### src/rtl/core/vslru_pkg.sv
`default_nettype none

package vslru_pkg;

    // Widths of the item fields
    localparam int SEL_W         = 7;
    localparam int SLOT_OUT_W    = 2;
    localparam int SELECTOR_BITS = 7;

    // Configuration port
    localparam int CFG_IDX_W  = 2;
    localparam int CFG_DATA_W = 8;

    localparam logic [CFG_IDX_W-1:0] CFG_PINS_ENABLED  = 2'd0;
    localparam logic [CFG_IDX_W-1:0] CFG_WIDE_SELECTOR = 2'd1;
    localparam logic [CFG_IDX_W-1:0] CFG_INITIAL_SLOT  = 2'd2;

    localparam int DEF_NUM_SLOTS = 4;

    // Selector masks, limited to the supported selector width
    localparam logic [SEL_W-1:0] SEL_LIMIT   = SEL_W'((1 << SELECTOR_BITS) - 1);
    localparam logic [SEL_W-1:0] MASK_NARROW = 7'h3F;
    localparam logic [SEL_W-1:0] MASK_WIDE   = 7'h7F;

    typedef enum logic [1:0] {
        ST_IDLE,
        ST_SEARCH,
        ST_UPDATE,
        ST_RESULT
    } state_t;

    typedef struct packed {
        logic load;
        logic step;
        logic update;
    } cmd_t;

    typedef struct packed {
        logic pins_enabled;
        logic match;
        logic last;
    } status_t;

    function automatic logic [SEL_W-1:0] sel_mask(input logic wide);
        logic [SEL_W-1:0] m;
        m = wide ? MASK_WIDE : MASK_NARROW;
        return m & SEL_LIMIT;
    endfunction

endpackage

`default_nettype wire

### src/rtl/core/vslru_ifs.sv
`default_nettype none

interface vslru_req_if;
    logic                           valid;
    logic                           ready;
    logic [vslru_pkg::SEL_W-1:0]    requested_selector;

    modport source (output valid, output requested_selector, input ready);
    modport sink   (input valid, input requested_selector, output ready);
endinterface

interface vslru_rsp_if;
    logic                               valid;
    logic                               ready;
    logic [vslru_pkg::SLOT_OUT_W-1:0]   target_slot;
    logic                               needs_write;
    logic [vslru_pkg::SEL_W-1:0]        write_value;
    logic                               drive_pins;

    modport source (output valid, output target_slot, output needs_write,
                    output write_value, output drive_pins, input ready);
    modport sink   (input valid, input target_slot, input needs_write,
                    input write_value, input drive_pins, output ready);
endinterface

interface vslru_cfg_if;
    logic                               valid;
    logic                               ready;
    logic [vslru_pkg::CFG_IDX_W-1:0]    index;
    logic [vslru_pkg::CFG_DATA_W-1:0]   data;

    modport source (output valid, output index, output data, input ready);
    modport sink   (input valid, input index, input data, output ready);
endinterface

`default_nettype wire

### src/rtl/core/voltage_slot_lru_select.sv
`default_nettype none

// Voltage-set slot selector with least-recently-used replacement. Each
// request item gives one result item. With pins enabled the slots are probed
// one per cycle in recency order: the selector is latched on acceptance, the
// search probes slots until a match or the last slot, and an update step
// follows; with pins disabled the search is skipped. The result is held
// until taken, and the next item is accepted in the cycle after that. The
// configuration channel is always ready; writing the initial slot restarts
// the recency order and forgets every stored selector. Configure only while
// no item is in flight.
module voltage_slot_lru_select
#(
    parameter int NUM_SLOTS = vslru_pkg::DEF_NUM_SLOTS
)
(
    input  wire logic       clk,
    input  wire logic       rst_n,
    vslru_req_if.sink       req,
    vslru_rsp_if.source     rsp,
    vslru_cfg_if.sink       cfg
);

    vslru_pkg::cmd_t    cmd;
    vslru_pkg::status_t status;
    logic               req_ready;
    logic               rsp_valid;

    assign req.ready = req_ready;
    assign rsp.valid = rsp_valid;
    assign cfg.ready = 1'b1;

    vslru_ctrl u_ctrl
    (
        .clk       (clk),
        .rst_n     (rst_n),
        .req_valid (req.valid),
        .req_ready (req_ready),
        .rsp_valid (rsp_valid),
        .rsp_ready (rsp.ready),
        .cmd       (cmd),
        .status    (status)
    );

    vslru_dpath #(
        .NUM_SLOTS (NUM_SLOTS)
    ) u_dpath
    (
        .clk                (clk),
        .rst_n              (rst_n),
        .cmd                (cmd),
        .status             (status),
        .requested_selector (req.requested_selector),
        .cfg_wr             (cfg.valid),
        .cfg_index          (cfg.index),
        .cfg_data           (cfg.data),
        .target_slot        (rsp.target_slot),
        .needs_write        (rsp.needs_write),
        .write_value        (rsp.write_value),
        .drive_pins         (rsp.drive_pins)
    );

    // one item in flight: never ready while a result is offered
    a_one_in_flight: assert property (@(posedge clk) disable iff (!rst_n)
        !(req_ready && rsp_valid))
        else $error("request accepted while a result is pending");

    a_busy_after_accept: assert property (@(posedge clk) disable iff (!rst_n)
        (req.valid && req_ready) |=> !req_ready)
        else $error("still ready after accepting an item");

    // a hit only exists with the LRU search on
    a_hit_needs_pins: assert property (@(posedge clk) disable iff (!rst_n)
        (rsp_valid && !rsp.needs_write) |-> rsp.drive_pins)
        else $error("hit reported with pins disabled");

    a_update_before_result: assert property (@(posedge clk) disable iff (!rst_n)
        $rose(rsp_valid) |-> $past(cmd.update))
        else $error("result offered without an update cycle");

endmodule

`default_nettype wire

### src/rtl/core/vslru_ctrl.sv
`default_nettype none

module vslru_ctrl
(
    input  wire logic               clk,
    input  wire logic               rst_n,
    input  wire logic               req_valid,
    output logic                    req_ready,
    output logic                    rsp_valid,
    input  wire logic               rsp_ready,
    output vslru_pkg::cmd_t         cmd,
    input  wire vslru_pkg::status_t status
);

    vslru_pkg::state_t state_reg;
    vslru_pkg::state_t state_next;

    always_ff @(posedge clk or negedge rst_n)
    begin
        if (!rst_n)
        begin
            state_reg <= vslru_pkg::ST_IDLE;
        end
        else
        begin
            state_reg <= state_next;
        end
    end

    always_comb
    begin
        state_next = state_reg;
        unique case (state_reg)
            vslru_pkg::ST_IDLE:
            begin
                if (req_valid)
                begin
                    // without pins the current slot is rewritten, no search
                    state_next = status.pins_enabled ? vslru_pkg::ST_SEARCH
                                                     : vslru_pkg::ST_UPDATE;
                end
            end
            vslru_pkg::ST_SEARCH:
            begin
                if (status.match || status.last)
                begin
                    state_next = vslru_pkg::ST_UPDATE;
                end
            end
            vslru_pkg::ST_UPDATE:
            begin
                state_next = vslru_pkg::ST_RESULT;
            end
            vslru_pkg::ST_RESULT:
            begin
                if (rsp_ready)
                begin
                    state_next = vslru_pkg::ST_IDLE;
                end
            end
            default:
            begin
                state_next = vslru_pkg::ST_IDLE;
            end
        endcase
    end

    always_comb
    begin
        req_ready  = 1'b0;
        rsp_valid  = 1'b0;
        cmd        = '0;
        unique case (state_reg)
            vslru_pkg::ST_IDLE:
            begin
                req_ready = 1'b1;
                cmd.load  = req_valid;
            end
            vslru_pkg::ST_SEARCH:
            begin
                cmd.step = 1'b1;
            end
            vslru_pkg::ST_UPDATE:
            begin
                cmd.update = 1'b1;
            end
            vslru_pkg::ST_RESULT:
            begin
                rsp_valid = 1'b1;
            end
            default:
            begin
                req_ready = 1'b0;
            end
        endcase
    end

endmodule

`default_nettype wire

### src/rtl/core/vslru_dpath.sv
`default_nettype none

module vslru_dpath
#(
    parameter int NUM_SLOTS = vslru_pkg::DEF_NUM_SLOTS
)
(
    input  wire logic                               clk,
    input  wire logic                               rst_n,
    input  wire vslru_pkg::cmd_t                    cmd,
    output vslru_pkg::status_t                      status,
    input  wire logic [vslru_pkg::SEL_W-1:0]        requested_selector,
    input  wire logic                               cfg_wr,
    input  wire logic [vslru_pkg::CFG_IDX_W-1:0]    cfg_index,
    input  wire logic [vslru_pkg::CFG_DATA_W-1:0]   cfg_data,
    output logic [vslru_pkg::SLOT_OUT_W-1:0]        target_slot,
    output logic                                    needs_write,
    output logic [vslru_pkg::SEL_W-1:0]             write_value,
    output logic                                    drive_pins
);

    localparam int SW = $clog2(NUM_SLOTS);
    localparam logic [SW-1:0] LAST_POS = SW'(NUM_SLOTS - 1);

    logic                           pins_en_reg;
    logic                           wide_reg;
    logic [SW-1:0]                  order_reg   [NUM_SLOTS];
    logic [vslru_pkg::SEL_W-1:0]    slot_sel_reg[NUM_SLOTS];
    logic [NUM_SLOTS-1:0]           valid_reg;
    logic [SW-1:0]                  current_reg;
    logic [vslru_pkg::SEL_W-1:0]    sel_reg;
    logic [SW-1:0]                  pos_reg;
    logic                           hit_reg;
    logic [SW-1:0]                  tgt_reg;
    logic                           nw_reg;
    logic                           drive_reg;

    logic [SW-1:0]                  probe_slot;
    logic [SW-1:0]                  target;
    logic [SW-1:0]                  first_slot;
    logic [1:0]                     init_raw;
    logic                           restart;

    assign probe_slot = order_reg[pos_reg];
    assign target     = pins_en_reg ? probe_slot : current_reg;

    assign status.pins_enabled = pins_en_reg;
    assign status.match        = valid_reg[probe_slot] && (slot_sel_reg[probe_slot] == sel_reg);
    assign status.last         = (pos_reg == LAST_POS);

    // Saturate the initial slot to the last slot
    assign init_raw   = cfg_data[1:0];
    assign first_slot = (32'(init_raw) >= NUM_SLOTS) ? LAST_POS : SW'(init_raw);
    assign restart    = cfg_wr && (cfg_index == vslru_pkg::CFG_INITIAL_SLOT);

    always_ff @(posedge clk or negedge rst_n)
    begin
        if (!rst_n)
        begin
            pins_en_reg <= 1'b0;
            wide_reg    <= 1'b0;
        end
        else if (cfg_wr)
        begin
            unique case (cfg_index)
                vslru_pkg::CFG_PINS_ENABLED:  pins_en_reg <= cfg_data[0];
                vslru_pkg::CFG_WIDE_SELECTOR: wide_reg    <= cfg_data[0];
                default:                      pins_en_reg <= pins_en_reg;
            endcase
        end
    end

    // Recency order, valid bits and current slot
    always_ff @(posedge clk or negedge rst_n)
    begin
        if (!rst_n)
        begin
            for (int i = 0; i < NUM_SLOTS; i++)
            begin
                order_reg[i] <= SW'(i);
            end
            valid_reg   <= '0;
            current_reg <= '0;
        end
        else if (restart)
        begin
            // identity order with the initial slot swapped to the front
            for (int i = 0; i < NUM_SLOTS; i++)
            begin
                if (i == 0)
                begin
                    order_reg[i] <= first_slot;
                end
                else if (SW'(i) == first_slot)
                begin
                    order_reg[i] <= '0;
                end
                else
                begin
                    order_reg[i] <= SW'(i);
                end
            end
            valid_reg    <= '0;
            current_reg  <= first_slot;
        end
        else if (cmd.update)
        begin
            if (pins_en_reg)
            begin
                for (int i = 1; i < NUM_SLOTS; i++)
                begin
                    if (SW'(i) <= pos_reg)
                    begin
                        order_reg[i] <= order_reg[i-1];
                    end
                end
                order_reg[0] <= target;
            end
            if (!hit_reg)
            begin
                current_reg       <= target;
                valid_reg[target] <= 1'b1;
            end
        end
    end

    always_ff @(posedge clk)
    begin
        if (cmd.update && !hit_reg)
        begin
            slot_sel_reg[target] <= sel_reg;
        end
    end

    // Search walk and result
    always_ff @(posedge clk or negedge rst_n)
    begin
        if (!rst_n)
        begin
            pos_reg <= '0;
            hit_reg <= 1'b0;
        end
        else if (cmd.load)
        begin
            pos_reg <= '0;
            hit_reg <= 1'b0;
        end
        else if (cmd.step)
        begin
            if (status.match)
            begin
                hit_reg <= 1'b1;
            end
            else if (!status.last)
            begin
                pos_reg <= pos_reg + 1'b1;
            end
        end
    end

    always_ff @(posedge clk)
    begin
        if (cmd.load)
        begin
            sel_reg   <= requested_selector & vslru_pkg::sel_mask(wide_reg);
            drive_reg <= pins_en_reg;
        end
        if (cmd.update)
        begin
            tgt_reg <= target;
            nw_reg  <= !hit_reg;
        end
    end

    assign target_slot = vslru_pkg::SLOT_OUT_W'(tgt_reg);
    assign needs_write = nw_reg;
    assign write_value = sel_reg;
    assign drive_pins  = drive_reg;

endmodule

`default_nettype wire

### src/flat_wrapper.sv
// flat-port wrapper written by rule: the top's interface ports become plain ports
module voltage_slot_lru_select_flat 
#(
    parameter int NUM_SLOTS = vslru_pkg::DEF_NUM_SLOTS
)
  (clk, rst_n, req_valid, req_requested_selector, req_ready, rsp_valid, rsp_target_slot, rsp_needs_write, rsp_write_value, rsp_drive_pins, rsp_ready, cfg_valid, cfg_index, cfg_data, cfg_ready);
  vslru_req_if req_i ();
  vslru_rsp_if rsp_i ();
  vslru_cfg_if cfg_i ();
  input  wire logic clk;
  input  wire logic rst_n;
  input wire logic [$bits(req_i.valid)-1:0] req_valid;
  input wire logic [$bits(req_i.requested_selector)-1:0] req_requested_selector;
  output wire logic [$bits(req_i.ready)-1:0] req_ready;
  output wire logic [$bits(rsp_i.valid)-1:0] rsp_valid;
  output wire logic [$bits(rsp_i.target_slot)-1:0] rsp_target_slot;
  output wire logic [$bits(rsp_i.needs_write)-1:0] rsp_needs_write;
  output wire logic [$bits(rsp_i.write_value)-1:0] rsp_write_value;
  output wire logic [$bits(rsp_i.drive_pins)-1:0] rsp_drive_pins;
  input wire logic [$bits(rsp_i.ready)-1:0] rsp_ready;
  input wire logic [$bits(cfg_i.valid)-1:0] cfg_valid;
  input wire logic [$bits(cfg_i.index)-1:0] cfg_index;
  input wire logic [$bits(cfg_i.data)-1:0] cfg_data;
  output wire logic [$bits(cfg_i.ready)-1:0] cfg_ready;
  assign req_i.valid = req_valid;
  assign req_i.requested_selector = req_requested_selector;
  assign req_ready = req_i.ready;
  assign rsp_valid = rsp_i.valid;
  assign rsp_target_slot = rsp_i.target_slot;
  assign rsp_needs_write = rsp_i.needs_write;
  assign rsp_write_value = rsp_i.write_value;
  assign rsp_drive_pins = rsp_i.drive_pins;
  assign rsp_i.ready = rsp_ready;
  assign cfg_i.valid = cfg_valid;
  assign cfg_i.index = cfg_index;
  assign cfg_i.data = cfg_data;
  assign cfg_ready = cfg_i.ready;
  voltage_slot_lru_select #(.NUM_SLOTS(NUM_SLOTS)) u_core (.clk(clk), .rst_n(rst_n), .req(req_i), .rsp(rsp_i), .cfg(cfg_i));
endmodule
### config.mk
export PLATFORM = sky130hd
export DESIGN_NAME = voltage_slot_lru_select_flat
export DESIGN_NICKNAME = d
export VERILOG_FILES = /design/src/rtl/core/vslru_pkg.sv /design/src/rtl/core/vslru_ifs.sv /design/src/rtl/core/voltage_slot_lru_select.sv /design/src/rtl/core/vslru_ctrl.sv /design/src/rtl/core/vslru_dpath.sv /design/src/flat_wrapper.sv
export SDC_FILE = /design/constraint.sdc
export NUM_CORES = 1
export LEC_CHECK = 0
export ABC_AREA = 1
export BUFFER_PORTS_ARGS = -buffer_cell sky130_fd_sc_hd__buf_2
export CAP_MARGIN = 10
export CORE_ASPECT_RATIO = 1.5
export CORE_MARGIN = 2
export CORE_UTILIZATION = 62
export DETAILED_ROUTE_END_ITERATION = 16
export GPL_TIMING_DRIVEN = 0
export HOLD_SLACK_MARGIN = 0.06
export PLACE_DENSITY = 0.92
export SETUP_SLACK_MARGIN = 0.1
export SLEW_MARGIN = 20
export SYNTH_ARGS = -nofsm -noshare
export SYNTH_HDL_FRONTEND = slang
export SYNTH_SLANG_ARGS = --single-unit
### constraint.sdc
create_clock -name clk -period 6.5 [get_ports clk]
set_input_delay 0.325 -clock clk [delete_from_list [all_inputs] [get_ports clk]]
set_output_delay 0.325 -clock clk [all_outputs]
set_load 0.005 [all_outputs]
# After elaboration in Yosys (flattened, before gate mapping)
# Memory sizes are Yosys's and may differ from the RTL's.
# Cells that the tools add are included.
dict set report totals {
  ff_bits 32
  ram_bits 28
  out_inout_bits 14
  word_cells 111
  n_memories 1
}
dict set report op_classes {
  add_sub_neg 1
  n_lt_le_gt_ge 7
  eq_ne 16
  n_mux 43
  n_bitwise 3
  n_reduce_logical 25
}
# name depth word_bits read_ports rd_ports_with_merged_regs write_ports line_no
set memory_table {}
lappend memory_table {u_core.u_dpath.slot_sel_reg 4 7 1 0 1 vslru_dpath.sv:28} ;# logic [vslru_pkg::SEL_W-1:0] slot_sel_reg[NUM_SLOTS];
# operator count
set op_table {}
lappend op_table {{2-bit 2-to-1 mux} 19}
lappend op_table {{8-bit 2-to-1 mux} 3}
lappend op_table {{3-bit AND reduction} 5}
lappend op_table {{2-bit nonzero test} 7}
lappend op_table {{1-bit 2-to-1 mux} 13}
lappend op_table {{4-bit 2-to-1 mux} 3}
lappend op_table {{2-bit AND reduction} 5}
lappend op_table {{2-bit == test, second input constant} 4}
lappend op_table {{2-bit one-hot mux with 4 select lines} 1}
lappend op_table {{7-bit AND} 1}
lappend op_table {{7-bit == test} 1}
lappend op_table {{7-bit 2-to-1 mux} 1}
lappend op_table {{2-bit by 3-bit < comparator with 1-bit output, second input constant} 2}
lappend op_table {{2-bit by 1-bit inequality test with 1-bit output, second input constant} 3}
lappend op_table {{2-bit inequality test, second input constant} 3}
lappend op_table {{2-bit binary-select mux with 2-bit select} 1}
lappend op_table {{2-bit by 1-bit == test with 1-bit output, second input constant} 2}
lappend op_table {{2-bit == test, first input constant} 2}
lappend op_table {{2-bit less-or-equal comparator, first input constant} 2}
lappend op_table {{1-bit logical AND} 4}
lappend op_table {{2-bit zero test} 2}
lappend op_table {{4-bit OR} 1}
lappend op_table {{3-bit greater-or-equal comparator, second input constant} 1}
lappend op_table {{2-bit inverter with 3-bit output} 1}
lappend op_table {{8 further kinds} 8}

# Longest topological paths before layout
dict set report logic_depth {
  word_depth 13
  mapped_depth 18
  ltp_nobuf 17
}

# By module
# Synthesis repeated with hierarchy kept, for this count alone.
dict set report hier_totals {
  cells_unflattened 343
  hier_area_um2 3093.0
}
# mod n_inst cells_per_inst area_per_inst_um2
set modules_own_cells {}
lappend modules_own_cells {vslru_dpath 1 310 2882.8}
lappend modules_own_cells {vslru_ctrl 1 31 198.9}
lappend modules_own_cells {voltage_slot_lru_select 1 2 11.3}

# Worst setup path before layout
# OpenSTA, ideal clock, no wires.
dict set report synth_path {
  kind {reg-to-reg}
  startpoint {register u_core.u_dpath.pos_reg[0]}
  endpoint {memory u_core.u_dpath.slot_sel_reg[1][0] (netlist bit), enable pin}
  t_arrival_ps 1683
  t_required_ps 6133
  path_slack_ps 4450
  stages_incl_launch_ff 11
  path_buffers 1
  period_less_slack_ps 2050
  cell_sequence {dfrtp_1 inv_2 nand2_1 nand2_1 nand2_1 nand2_1 buf_4 nand2_1 o21ai_0 inv_1 nor2_1}
}
dict set report synth_via {
  elab_chain_len 5
}
# element line_no
set synth_rtl {}
lappend synth_rtl {{from (decl)} vslru_dpath.sv:32} ;# logic [SW-1:0] pos_reg;
lappend synth_rtl {{from (signal assigned)} vslru_dpath.sv:156} ;# pos_reg <= pos_reg + 1'b1;
lappend synth_rtl {{2-bit inverter with 3-bit output (not written as such)} vslru_dpath.sv:44} ;# assign probe_slot = order_reg[pos_reg];
lappend synth_rtl {{2-bit binary-select mux with 2-bit select} vslru_dpath.sv:44}
lappend synth_rtl {{2-bit 2-to-1 mux (not written as such) (2 in a row)} vslru_dpath.sv:44}
lappend synth_rtl {{2-bit 2-to-1 mux} vslru_dpath.sv:45} ;# assign target = pins_en_reg ? probe_slot : current_reg;
lappend synth_rtl {{via u_core.u_dpath.target[1]} vslru_dpath.sv:39} ;# logic [SW-1:0] target;
lappend synth_rtl {{to (decl)} vslru_dpath.sv:28}
# The timed path passes the listed nets, and every way through them passes these cells. The select of a mux whose other input is x is not followed.

# Worst setup path after layout
dict set report layout_path {
  startpoint {register u_core.u_dpath.pos_reg[0]}
  endpoint {memory u_core.u_dpath.slot_sel_reg[1][2] (netlist bit), enable pin}
}
# The elaborated chain is that of the path after synthesis.

==> metrics.md <==
| Metric | Value |
|---|---|
| Status | `finished clean` |
| Wl on met1 | `2520 um` |
| Net switching power | `777 uW` |
| Starting Density | `63.6%` |
| Max-cap violations | `0` |
| Final-report max-slew violation count | `0` |
| Compound-cell area share of the yosys netlist | `3.88%` |
| Async S/R FF share, synth | `35.0%` |
| Post-Syn Area | `3060 um2` |
| Leak Pwr | `0.00159 uW` |
| Period minus WS final | `2700 ps` |
| Sequential Power Share | `35.5%` |
| Sequential area share after synthesis | `55.6%` |
| Crit Path Max Fanout | `10` |
| CTS tree | `done` |
| Final hold vios | `0` |
| Worst Path Required | `6470 ps` |
| Crit end category | `flop` |
| Vias in the first global route | `2382` |
| Die area | `5530 um2` |
| Int Pwr | `989 uW` |
| Worst EP arrival | `2670 ps` |
| Detailed Place HPWL | `4730 um` |
| First-pass GRT wire length | `10300 um` |
| Max-slew headroom | `43.2%` |
| Residual DRC | `0` |
| Global route overflow | `0` |
| Initial DRT Pass Iterations | `5` |
| Routed len/inst | `14.8 um` |
| YS warnings | `0` |
| Max reg flops | `28` |
| Fin util | `72.0%` |
| Total GRT Usage | `26.0%` |
| P&R area growth vs syn | `13.1%` |
| GP Congestion | `0.900` |
| Comb pwr share | `48.4%` |
| Syn_area_per_cell | `9.25 um2` |
| Via density per instance | `5.45` |
| Max VDD drop | `0.311 mV` |
| CTS Root Cell | `clkbuf_8` |
| TNS Setup | `0 ps` |
| DR top layer | `met4` |
| Clock slew at reported path FFs | `70 ps` |
| Area share of the largest cell type after synthesis | `38.3%` |
| Clock sinks | `60` |
| Synth Area in XOR/XNOR | `0%` |
| Clk buf depth | `2` |
| Layout cells sized above 1 | `20.7%` |
| Met2 wire length | `3450 um` |
| Largest cells by area after synthesis | `edfxtp_1 38%, dfrtp_1 14%, nand2_1 11%, nand3_1 8.7%, inv_1 4.5%` |
| Peak Freq | `371 MHz` |
| Final period util | `41.5%` |
| #FFs+latches synth | `60` |
| Via count | `2410` |
| Port bufs | `28` |
| Pre-CTS WS | `3850 ps` |
| Yosys cell types | `30` |
| Clock power share | `16.1%` |
| Sw frac | `44.0%` |
| Worst min path class | `in -> reg` |
| Hold Worst Slack | `151 ps` |
| Startpoint Class | `flop` |
| Final Net Count | `400` |
| Post-Synth Simple-Gate Area | `29.3%` |
| Worst skew pair latency | `350 ps` |
| Largest net degree at the start of global routing | `22` |
| CTS buffer count | `9` |
| I/O pin cnt | `36` |
| Setup-failing EPs final | `0` |
| Post-synth top flop | `edfxtp_1` |
| CORE AREA | `4810 um2` |
| Synth Net Count | `360` |
| PwrDens | `510 nW/um2` |
| First DRT Iteration DRCs | `125` |
| # H-tree levels | `3` |
| Main combinational cell family by area after synthesis | `simple AND/OR/NAND/NOR gates` |
| WS Path Type | `reg -> reg` |
| Antenna violations before repair | `0` |
| Multiplexer share of the synthesized area | `1.10%` |
| Row Count | `31` |
| Clock Skew | `10.6 ps` |
| Die W | `61.4 um` |
| Die extent in y | `90.1 um` |
| Post-Synth Adder-Cell Area | `2.86%` |
| Inserted Diodes | `0` |
| RSZ-0062 raised after global routing | `no` |
| Cells after synthesis | `331` |
| Met3 routed WL | `375 um` |
| Post-route ant nets | `0` |
| Tightest Pin Transition | `849 ps` |
| Number of synthesized flops with an enable pin | `39` |
| Post-route setup slack | `3800 ps` |
| Area leader, netlist | `edfxtp_1` |
| Final WL | `6560 um` |
[stage by stage]
stage | cells | cell area (um2) | total power, uW
after floorplan | 331 | 3060 | 1260
after global placement | 425 | 3280 | 1430
after detailed placement | 425 | 3280 | 1480
after CTS | 442 | 3460 | 1760
after global routing | 442 | 3460 | 1900
final | 442 | 3460 | 1770
[final timing paths]
path / startpoint / endpoint / slack [ps] / cells past startpoint
worst max-delay path: u_core.u_dpath.pos_reg[0] / u_core.u_dpath.slot_sel_reg[1][2] / 3800 / 10
worst min-delay path: req_requested_selector[1] / u_core.u_dpath.write_value[1] / 150 / 1
worst max register to register: u_core.u_dpath.pos_reg[0] / u_core.u_dpath.slot_sel_reg[1][2] / 3800 / 10
worst min register to register: u_core.u_dpath.order_reg[0] / u_core.u_dpath.order_reg[0] / 480 / 2
max in group asynchronous: rst_n / u_core.u_dpath.order_reg[4] / 5680 / 2
min in group asynchronous: rst_n / u_core.u_dpath.current_reg[1] / 470 / 2
[layout make-up]
| type | count | area [um2] |
|---|---|---|
| repair buffers | 29 | 150 |
| clock inverters | 7 | 43.8 |
| flip-flops and latches | 60 | 1700 |
| clock buffers | 9 | 124 |
| multi-input cells | 222 | 1140 |
| inverters | 41 | 154 |
| fillers | 373 | 1350 |
| plain buffers | 8 | 65.1 |
| well taps | 66 | 82.6 |
[power groups by stage]
stage               registers, uW  logic, uW  clock network, uW
floorplan                     610        648                  0
global placement              625        803                  0
detailed placement            633        845                  0
CTS                           625        851                286
global route                  638        957                303
finish                        627        854                285
[Yosys cell counts (2+ instances only)]
cell type / count
nand2_1: 88
nand3_1: 53
edfxtp_1: 39
inv_1: 37
nor2_1: 25
dfrtp_1: 17
o21ai_0: 14
ha_1: 7
nand2_2: 7
nand3_2: 6
nand3b_1: 5
buf_4: 4
dfstp_2: 4
inv_2: 3
mux2_2: 3
nor2_2: 3
nand3_4: 2
o221ai_1: 2
[critical path, stage by stage, from the launching register on]
cell,delay (ps)
dfrtp_1,490
inv_2,160
nand2_1,80
nand2_1,60
nand2_1,50
nand2_1,170
buf_4,220
nand2_1,70
o21ai_0,190
inv_1,130
nor2_1,680
[layer usage]
layer / global-route usage, % / up-vias
met5: 0 / -
met4: 16.5 / 0
met2: 43.4 / 92
met1: 27.8 / 1128
li1: - / 1169
met3: 6.04 / 21
[cell families after synthesis]
kind of cell             Yosys count
AO/OA/AOI/OAI                     21
AND/OR/NAND/NOR                  190
adder cells (fa/ha/maj)            7
buffers and inverters             49
other                              1
multiplexers                       3
flip-flops                        60
[repair_timing]
action,in CTS,in global routing
resized for setup,0,0
hold endpoints to repair,17,0
hold buffers,1,0
setup buffers,0,0
[cells in the final DEF (no fill, tap or decap), drive strengths merged, types with 2 or more instances in the layout]
cell type  count
edfxtp        39
o221ai         2
nand3         61
clkinvlp       3
inv           40
clkbuf        10
nand2         96
dfrtp         17
dfstp          4
nand3b         5
buf           35
nor2          28
clkinv         5
o21ai         15
mux2           3
ha             7
No activity file was read; power rests on OpenSTA's default activity.
